$ cat config.mk
export PLATFORM = sky130hd
export DESIGN_NAME = sik_geom
export DESIGN_NICKNAME = d
export VERILOG_FILES = /design/src/rtl/sik_pkg.sv /design/src/rtl/sik_geom.sv
export SDC_FILE = /design/constraint.sdc
export NUM_CORES = 2
export LEC_CHECK = 0
export ABC_AREA = 1
export BUFFER_PORTS_ARGS = -buffer_cell sky130_fd_sc_hd__buf_2
export CAP_MARGIN = 5
export CORE_UTILIZATION = 27
export CTS_CLUSTER_DIAMETER = 30
export DETAILED_ROUTE_END_ITERATION = 7
export GPL_ROUTABILITY_DRIVEN = 1
export GPL_TIMING_DRIVEN = 0
export PLACE_DENSITY = 0.5
export SYNTH_ARGS = -nofsm -noshare
export SYNTH_HDL_FRONTEND = slang
export SYNTH_SLANG_ARGS = --single-unit
$ cat constraint.sdc
create_clock -name clk -period 9.6 [get_ports clk]
set_input_delay 0.48 -clock clk [delete_from_list [all_inputs] [get_ports clk]]
set_output_delay 0.48 -clock clk [all_outputs]
set_load 0.02 [all_outputs]
$ cat src/rtl/sik_pkg.sv
package sik_pkg;

    localparam int AXIS_BITS     = 16;
    localparam int CORDIC_STAGES = 16;

    // pair operands h +- s*kl, v +- s*kw
    localparam int AB_W       = AXIS_BITS + 2;
    // sum of two squares and its square root
    localparam int SQ_W       = 2 * AB_W;
    localparam int SQRT_STEPS = SQ_W / 2;
    localparam int ROOT_W     = SQ_W / 2;
    // cordic datapath, operands scaled by 2^16 plus growth headroom
    localparam int CW         = AB_W + 16 + 4;
    localparam int CHAIN      = (CORDIC_STAGES > SQRT_STEPS) ? CORDIC_STAGES : SQRT_STEPS;
    localparam int STAGE_W    = 5;

    localparam int K_W        = 16;
    localparam int GAIN_W     = 16;
    localparam int PROD_W     = ROOT_W + GAIN_W;
    localparam int ANG_W      = 16;
    localparam int SPD_W      = 19;

    localparam logic [SPD_W-1:0] SPEED_MAX = 19'd262143;

    localparam logic [1:0] MODE_DRIVE = 2'd0;
    localparam logic [1:0] MODE_WAIT  = 2'd1;
    localparam logic [1:0] MODE_IDLE  = 2'd2;

    localparam logic [1:0] REG_LENGTH = 2'd0;
    localparam logic [1:0] REG_WIDTH  = 2'd1;
    localparam logic [1:0] REG_GAIN   = 2'd2;
    localparam logic [1:0] REG_WAIT   = 2'd3;

    typedef struct packed {
        logic signed [CW-1:0] x;
        logic signed [CW-1:0] y;
        logic [31:0]          z;
        logic                 zero;
        logic [SQ_W-1:0]      rem;
        logic [SQ_W-1:0]      root;
    } wheel_t;

    typedef struct packed {
        logic           busy;
        logic [K_W-1:0] kl;
        logic [K_W-1:0] kw;
    } geom_t;

    // atan(2^-i) in units of 2^-32 turn
    function automatic logic [31:0] atan_turn(input logic [STAGE_W-1:0] i);
        logic [31:0] r;
        unique case (i)
            5'd0:  r = 32'd536870912;
            5'd1:  r = 32'd316933406;
            5'd2:  r = 32'd167458907;
            5'd3:  r = 32'd85004756;
            5'd4:  r = 32'd42667331;
            5'd5:  r = 32'd21354465;
            5'd6:  r = 32'd10679838;
            5'd7:  r = 32'd5340245;
            5'd8:  r = 32'd2670163;
            5'd9:  r = 32'd1335087;
            5'd10: r = 32'd667544;
            5'd11: r = 32'd333772;
            5'd12: r = 32'd166886;
            5'd13: r = 32'd83443;
            5'd14: r = 32'd41721;
            5'd15: r = 32'd20860;
            5'd16: r = 32'd10430;
            5'd17: r = 32'd5215;
            5'd18: r = 32'd2607;
            5'd19: r = 32'd1303;
            5'd20: r = 32'd651;
            5'd21: r = 32'd325;
            5'd22: r = 32'd162;
            5'd23: r = 32'd81;
            default: r = 32'd0;
        endcase
        return r;
    endfunction

endpackage

$ cat src/rtl/sik_geom.sv
module sik_geom (
    input  logic                  clk,
    input  logic                  rst_n,
    input  logic                  start,
    input  logic [15:0]           base_length,
    input  logic [15:0]           base_width,
    output sik_pkg::geom_t        stat
);
    import sik_pkg::*;

    localparam logic [2:0] ST_IDLE = 3'd0;
    localparam logic [2:0] ST_MUL  = 3'd1;
    localparam logic [2:0] ST_SUM  = 3'd2;
    localparam logic [2:0] ST_DIV  = 3'd3;
    localparam logic [2:0] ST_SQRT = 3'd4;

    localparam int DIV_STEPS = 31;
    localparam int KSQ_STEPS = 16;

    logic [2:0]  state_reg, state_next;
    logic [4:0]  cnt_reg, cnt_next;
    logic [31:0] l2_reg, w2_reg;
    logic [32:0] den_reg;
    logic [32:0] reml_reg, reml_next, remw_reg, remw_next;
    logic [30:0] ql_reg, ql_next, qw_reg, qw_next;
    logic [31:0] rootl_reg, rootl_next, rootw_reg, rootw_next;
    logic [K_W-1:0] kl_reg, kw_reg;
    logic [33:0] trl, trw;
    logic [31:0] sbit, stl, stw;

    always_comb
    begin
        state_next = state_reg;
        cnt_next   = cnt_reg;
        reml_next  = reml_reg;
        remw_next  = remw_reg;
        ql_next    = ql_reg;
        qw_next    = qw_reg;
        rootl_next = rootl_reg;
        rootw_next = rootw_reg;
        // restoring division, one quotient bit a cycle
        trl = {reml_reg, (cnt_reg == 5'd0) ? l2_reg[0] : 1'b0};
        trw = {remw_reg, (cnt_reg == 5'd0) ? w2_reg[0] : 1'b0};
        // square root, one result bit a cycle
        sbit = 32'h4000_0000 >> {cnt_reg, 1'b0};
        stl  = rootl_reg + sbit;
        stw  = rootw_reg + sbit;
        unique case (state_reg)
            ST_MUL:
            begin
                state_next = ST_SUM;
            end
            ST_SUM:
            begin
                reml_next  = {2'b0, l2_reg[31:1]};
                remw_next  = {2'b0, w2_reg[31:1]};
                cnt_next   = 5'd0;
                state_next = ST_DIV;
            end
            ST_DIV:
            begin
                if (trl >= {1'b0, den_reg})
                begin
                    reml_next = 33'(trl - {1'b0, den_reg});
                    ql_next   = {ql_reg[29:0], 1'b1};
                end
                else
                begin
                    reml_next = trl[32:0];
                    ql_next   = {ql_reg[29:0], 1'b0};
                end
                if (trw >= {1'b0, den_reg})
                begin
                    remw_next = 33'(trw - {1'b0, den_reg});
                    qw_next   = {qw_reg[29:0], 1'b1};
                end
                else
                begin
                    remw_next = trw[32:0];
                    qw_next   = {qw_reg[29:0], 1'b0};
                end
                if (cnt_reg == 5'(DIV_STEPS - 1))
                begin
                    cnt_next   = 5'd0;
                    rootl_next = 32'd0;
                    rootw_next = 32'd0;
                    state_next = ST_SQRT;
                end
                else
                begin
                    cnt_next = cnt_reg + 5'd1;
                end
            end
            ST_SQRT:
            begin
                if ({1'b0, ql_reg} >= stl)
                begin
                    ql_next    = 31'({1'b0, ql_reg} - stl);
                    rootl_next = (rootl_reg >> 1) + sbit;
                end
                else
                begin
                    rootl_next = rootl_reg >> 1;
                end
                if ({1'b0, qw_reg} >= stw)
                begin
                    qw_next    = 31'({1'b0, qw_reg} - stw);
                    rootw_next = (rootw_reg >> 1) + sbit;
                end
                else
                begin
                    rootw_next = rootw_reg >> 1;
                end
                if (cnt_reg == 5'(KSQ_STEPS - 1))
                begin
                    state_next = ST_IDLE;
                end
                else
                begin
                    cnt_next = cnt_reg + 5'd1;
                end
            end
            default:
            begin
                state_next = ST_IDLE;
            end
        endcase
        if (start)
        begin
            state_next = ST_MUL;
        end
    end

    always_ff @(posedge clk or negedge rst_n)
    begin
        if (!rst_n)
        begin
            state_reg <= ST_MUL;
            cnt_reg   <= 5'd0;
        end
        else
        begin
            state_reg <= state_next;
            cnt_reg   <= cnt_next;
        end
    end

    always_ff @(posedge clk)
    begin
        l2_reg    <= base_length * base_length;
        w2_reg    <= base_width * base_width;
        den_reg   <= {1'b0, l2_reg} + {1'b0, w2_reg};
        reml_reg  <= reml_next;
        remw_reg  <= remw_next;
        ql_reg    <= ql_next;
        qw_reg    <= qw_next;
        rootl_reg <= rootl_next;
        rootw_reg <= rootw_next;
        if (state_reg == ST_SQRT && state_next == ST_IDLE)
        begin
            // zero geometry gives zero factors
            kl_reg <= (den_reg == 33'd0) ? '0 : rootl_next[K_W-1:0];
            kw_reg <= (den_reg == 33'd0) ? '0 : rootw_next[K_W-1:0];
        end
    end

    assign stat.busy = (state_reg != ST_IDLE);
    assign stat.kl   = kl_reg;
    assign stat.kw   = kw_reg;

    a_k_range: assert property (@(posedge clk) disable iff (!rst_n)
        !stat.busy |-> (kl_reg <= 16'd32768 && kw_reg <= 16'd32768))
        else $error("geometry factor out of range");

    a_cnt_div: assert property (@(posedge clk) disable iff (!rst_n)
        state_reg == ST_DIV |-> cnt_reg < 5'(DIV_STEPS))
        else $error("divide step count overrun");

    a_cnt_sqrt: assert property (@(posedge clk) disable iff (!rst_n)
        state_reg == ST_SQRT |-> cnt_reg < 5'(KSQ_STEPS))
        else $error("root step count overrun");

endmodule

Word level (Yosys, flattened, before mapping) --
Cells that the tools add are included.
Storage, ports and cells: register bits 329, bits of input ports 35, output and inout port bits 33, logic and storage cells 79
Operators by class: $add $sub $neg 10, multiply operators 2, $lt $le $gt $ge 4, equal/unequal tests 10, shift operators 1, muxes and demuxes 25, reductions and logical operators 12
Operator list (number):
- $pmux 33 s2 | 2
- $mux 32 | 4
- $pmux 32 s2 | 2
- $pmux 31 s2 | 2
- $ge 34x33->1 | 2
- $mux 33 | 2
- $sub 33x33->33 | 2
- $add 31x32->32 | 2
- $add 32x32->32 | 2
- $ge 31x32->1 | 2
- $mul 16x16->32 | 2
- $mux 31 | 2
- $sub 31x31->31 | 2
- $add 32x32->33 | 1
- $logic_not 33->1 | 1
- $shr 31x6->32 const A | 1
- $pmux 5 s3 | 1
- $pmux 3 s4 | 1
- $mux 5 | 2
- $mux 3 | 3
- $ne 2x2->1 const B | 4
- $reduce_and 2->1 | 4
- $eq 3x2->1 const B | 2
- $reduce_bool 3->1 | 2
- other kinds (10) | 14

Depth between registers and ports, before layout --
depth in word-level cells 6, mapped depth 40, gate-level depth less buffers 40

Least setup slack after synthesis --
OpenSTA, ideal clock, no wires.
kind input to register, from input base_length[4], to register l2_reg[28], setup time 0.122 ns, arrival 5.638 ns, required time 9.478 ns, slack 3.840 ns, cell stages on the path 21, buffers on the path 2, cell sequence clkbuf_1 > clkbuf_1 > nand2_1 > fa_1 > inv_1 > fa_1 > fa_1 > fa_1 > fa_1 > inv_1 > fa_1 > inv_1 > ha_1 > a21oi_1 > o21ai_0 > a21oi_1 > nand3_1 > a31o_2 > nand2_1 > nand2_1 > xor2_1
Between the ends: word-level cells in the longest chain between the ends 1
RTL lines:
- start: declaration | line sik_geom.sv:5 | input logic [15:0] base_length,
- $mul 16x16->32 | line sik_geom.sv:150 | l2_reg <= base_length * base_length;
- end signal: assignment | line sik_geom.sv:150
- end: declaration | line sik_geom.sv:22 | logic [31:0] l2_reg, w2_reg;
Every way passes these cells. A chain may end at the register's enable or synchronous reset.

Worst setup path after layout --
from register cnt_reg[0], to register qw_reg[12] (enable)
Between the ends: word-level cells in the longest chain between the ends 5
RTL lines:
- start: declaration | line sik_geom.sv:21 | logic [4:0] cnt_reg, cnt_next;
- start signal: assignment | line sik_geom.sv:144 | cnt_reg <= cnt_next;
- $shr 31x6->32 | line sik_geom.sv:45 | sbit = 32'h4000_0000 >> {cnt_reg, 1'b0};
- $add 32x32->32 | line sik_geom.sv:47 | stw = rootw_reg + sbit;
- $ge 31x32->1 | line sik_geom.sv:105 | if ({1'b0, qw_reg} >= stw)
- $ne 2x2->1 (no source line)
- $reduce_and 2->1 (no source line)
- end signal: assignment | line sik_geom.sv:156 | qw_reg <= qw_next;
- end: declaration | line sik_geom.sv:25 | logic [30:0] ql_reg, ql_next, qw_reg, qw_next;
Every way passes these cells.

==> impl_metrics.ini <==
[drt]
ant_nets = 0
via_per_inst = 4.668
remaining_drc_errors = 0
vias = 36970
wl_per_cell_um = 17.02
first_pass_iters = 7
wirelength_um = 134700
drtIter0Drc = 2392

[clock_network]
cts-root-buf = clkbuf_16
tritoncts = built
ctsHoldBuffers = 3
cts_max_level = 3
cts_resized = 0
clk_path_buf_depth = 3
numCtsBuffers = 92
clk_transition_reported_paths_ns = 0.05
cts_setup_buffers = 0
numClockSinks = 327
clk_latency_ns = 0.70

[die]
core_region_area_um2 = 152600
die_w_um = 395.2
die_area_um2 = 156200
num_io_pins = 68
rows = 143
initial_core_util = 0.2735
die_h_um = 395.2

[global_routing]
use_met1 = 0.2329
antenna_found_initial = 1
grt_pass1_wl_um = 209700
track_usage = 0.1707
overflow = 0
grt_pass1_vias = 37190
grtUsageMet3 = 0.01924
grt_use_met2 = 0.2853
grt_max_degree = 53
grt.busiest_layer = met2

[synthesis]
syn_area_um2 = 41750
ys_dominant_reg_cell = edfxtp_1
syn_nets = 6459
ys_warn_count = 0
ys_seq_area_frac = 0.2038
syn_inst = 5663
async_flop_share = 0.02446
syn_area_per_cell_um2 = 7.372
synth-edff-count = 192
synth_seq_cells = 327
yosysUniqueCellTypes = 61

[pwr]
powerDensity_nw_per_um2 = 345.9
p_leak_nw = 24.26
ir_drop_v = 0.0003003
power_mw = 16.50

[timing]
min_period_ns = 6.739
tns_ns = 0
fmax_mhz = 148.4
setup_viol = 0
finalCritPeriodShare = 0.7020
slew_viol_final = 0
hold_viol = 0
max_slew_margin = 0.2678
clock_skew_ns = 0.04442
worst_pin_slew_ns = 1.098
rsz0062_at_grt = no

[run]
maxCapViolCount = 0

[worst_setup_path]
path_max_fanout = 31
cp_slowest_cell = nand2_2
cpMostUsedCell = nand2_1
crit_required_ns = 9.90
startpoint_type = register
path_class = reg -> reg
max_stage_delay_ns = 0.63
arrival_ns = 7.04
end_kind = register

[cells_and_area]
area_growth_pct = 14.26
fillers = 16560
final_common_cell = nand2_1
drive_above_1_share = 0.05756
final_nets = 6609
antennaDiodeCount = 0
final_cell_mix = 1447 x nand2_1, 989 x inv_1, 428 x ha_1, 409 x nor2_1, 333 x fa_1

[run_status]
status = finished clean

[place]
dp_hpwl_um = 112100
gp_congestion = 0.9319
port_buffers = 49

[hold_path]
hp-class = in -> reg
## area by class of cell
cell class | instances | area (um^2) | share of cell area
tap | 2030 | 2540 | 0.05325
buffer | 132 | 585.6 | 0.01228
inverter | 998 | 3751 | 0.07864
clock buffer | 107 | 2400 | 0.05031
timing repair buffer | 56 | 365.4 | 0.007659
sequential | 327 | 8509 | 0.1784
multi-input combinational | 4206 | 28920 | 0.6062
clock inverter | 63 | 631.9 | 0.01325
## worst max-delay path: cells and delay by family (launching register included)
| family | cells | cell delay [ns] |
|---|---|---|
| and+or+nand+nor | 19 | 3.14 |
| adders and majority gates | 5 | 1.21 |
| AOI/OAI and AO/OA | 5 | 1.11 |
| buffers and inverters | 4 | 0.45 |
| DFF | 1 | 0.40 |
## path summary, 6_finish.rpt
path                       cells after the start  slack (ns)      endpoint           from
setup / recovery                              33        2.86    qw_reg[12]     cnt_reg[0]
hold / removal                                 1        0.05     w2_reg[0]  base_width[0]
setup reg to reg                              33        2.86    qw_reg[12]     cnt_reg[0]
hold reg to reg                                2        0.49  rootl_reg[0]   rootl_reg[0]
max in group asynchronous                      2        9.17  state_reg[0]          rst_n
min in group asynchronous                      2        0.17    cnt_reg[0]          rst_n
## power breakdown
part | total (mW) | switching (mW) | internal [mW]
Clock | 2.93 | 1.04 | 1.90
Sequential | 2.25 | 0.274 | 1.98
Combinational | 11.3 | 7.19 | 4.12
Total | 16.5 | 8.50 | 7.99
## logic make-up after synthesis
group,Yosys count,synth area share
AO/OA/AOI/OAI,803,0.1101
AND/OR/NAND/NOR,2384,0.2401
adder cells (fa/ha/maj),761,0.2880
XOR/XNOR,258,0.05413
buffers and inverters,1130,0.1038
flip-flops,327,0.2038
## Yosys cell counts (10+ instances only)
cell         n  area, um^2
nand2_1   1450        5443
inv_1      990        3716
ha_1       428        5355
nor2_1     410        1539
fa_1       333        6666
a21oi_1    293        1466
nand3_1    256        1281
o21ai_0    219        1096
edfxtp_1   192        5766
xor2_1     149        1305
dfxtp_1    127        2542
xnor2_1    109       954.7
clkbuf_1   103       386.6
o21ai_1     58       290.3
nor3_1      53       265.3
nand3b_1    50       375.4
a31oi_1     42       262.8
o21bai_1    42       315.3
a21o_1      41       307.8
nor4_1      38       237.7
nand4_1     37       231.5
nand2_2     30       187.7
or2_2       27       168.9
o211ai_1    21       157.7
buf_2       15       75.07
nand3_2     13       130.1
o21a_1      13       97.59
a211oi_1    12       90.09
a21oi_2     12       105.1
a221oi_1    11       96.34
a21boi_0    10       75.07
## per-stage QoR
step	instance area [um^2]	util	setup slack (ns)	hold WS, ns	instances
finish	47700	0.3125	2.861	0.04533	7919
global route	47700	0.3125	2.239	0.01865	7919
CTS	47670	0.3124	2.780	0.02176	7918
detailed placement	44610	0.2923	2.384	0.3468	7745
global placement	44530	0.2918	2.338	0.3520	7742
floorplan	41750	-	3.840	0.1844	5663
## metal layers
| layer | share of wire | vias up |
|---|---|---|
| met5 | 0.000089 | - |
| li1 | - | 18450 |
| met3 | 0.044 | 161 |
| met1 | 0.47 | 17470 |
| met2 | 0.46 | 875 |
| met4 | 0.021 | 2 |
Note: power is estimated with default switching activity, not from simulation.
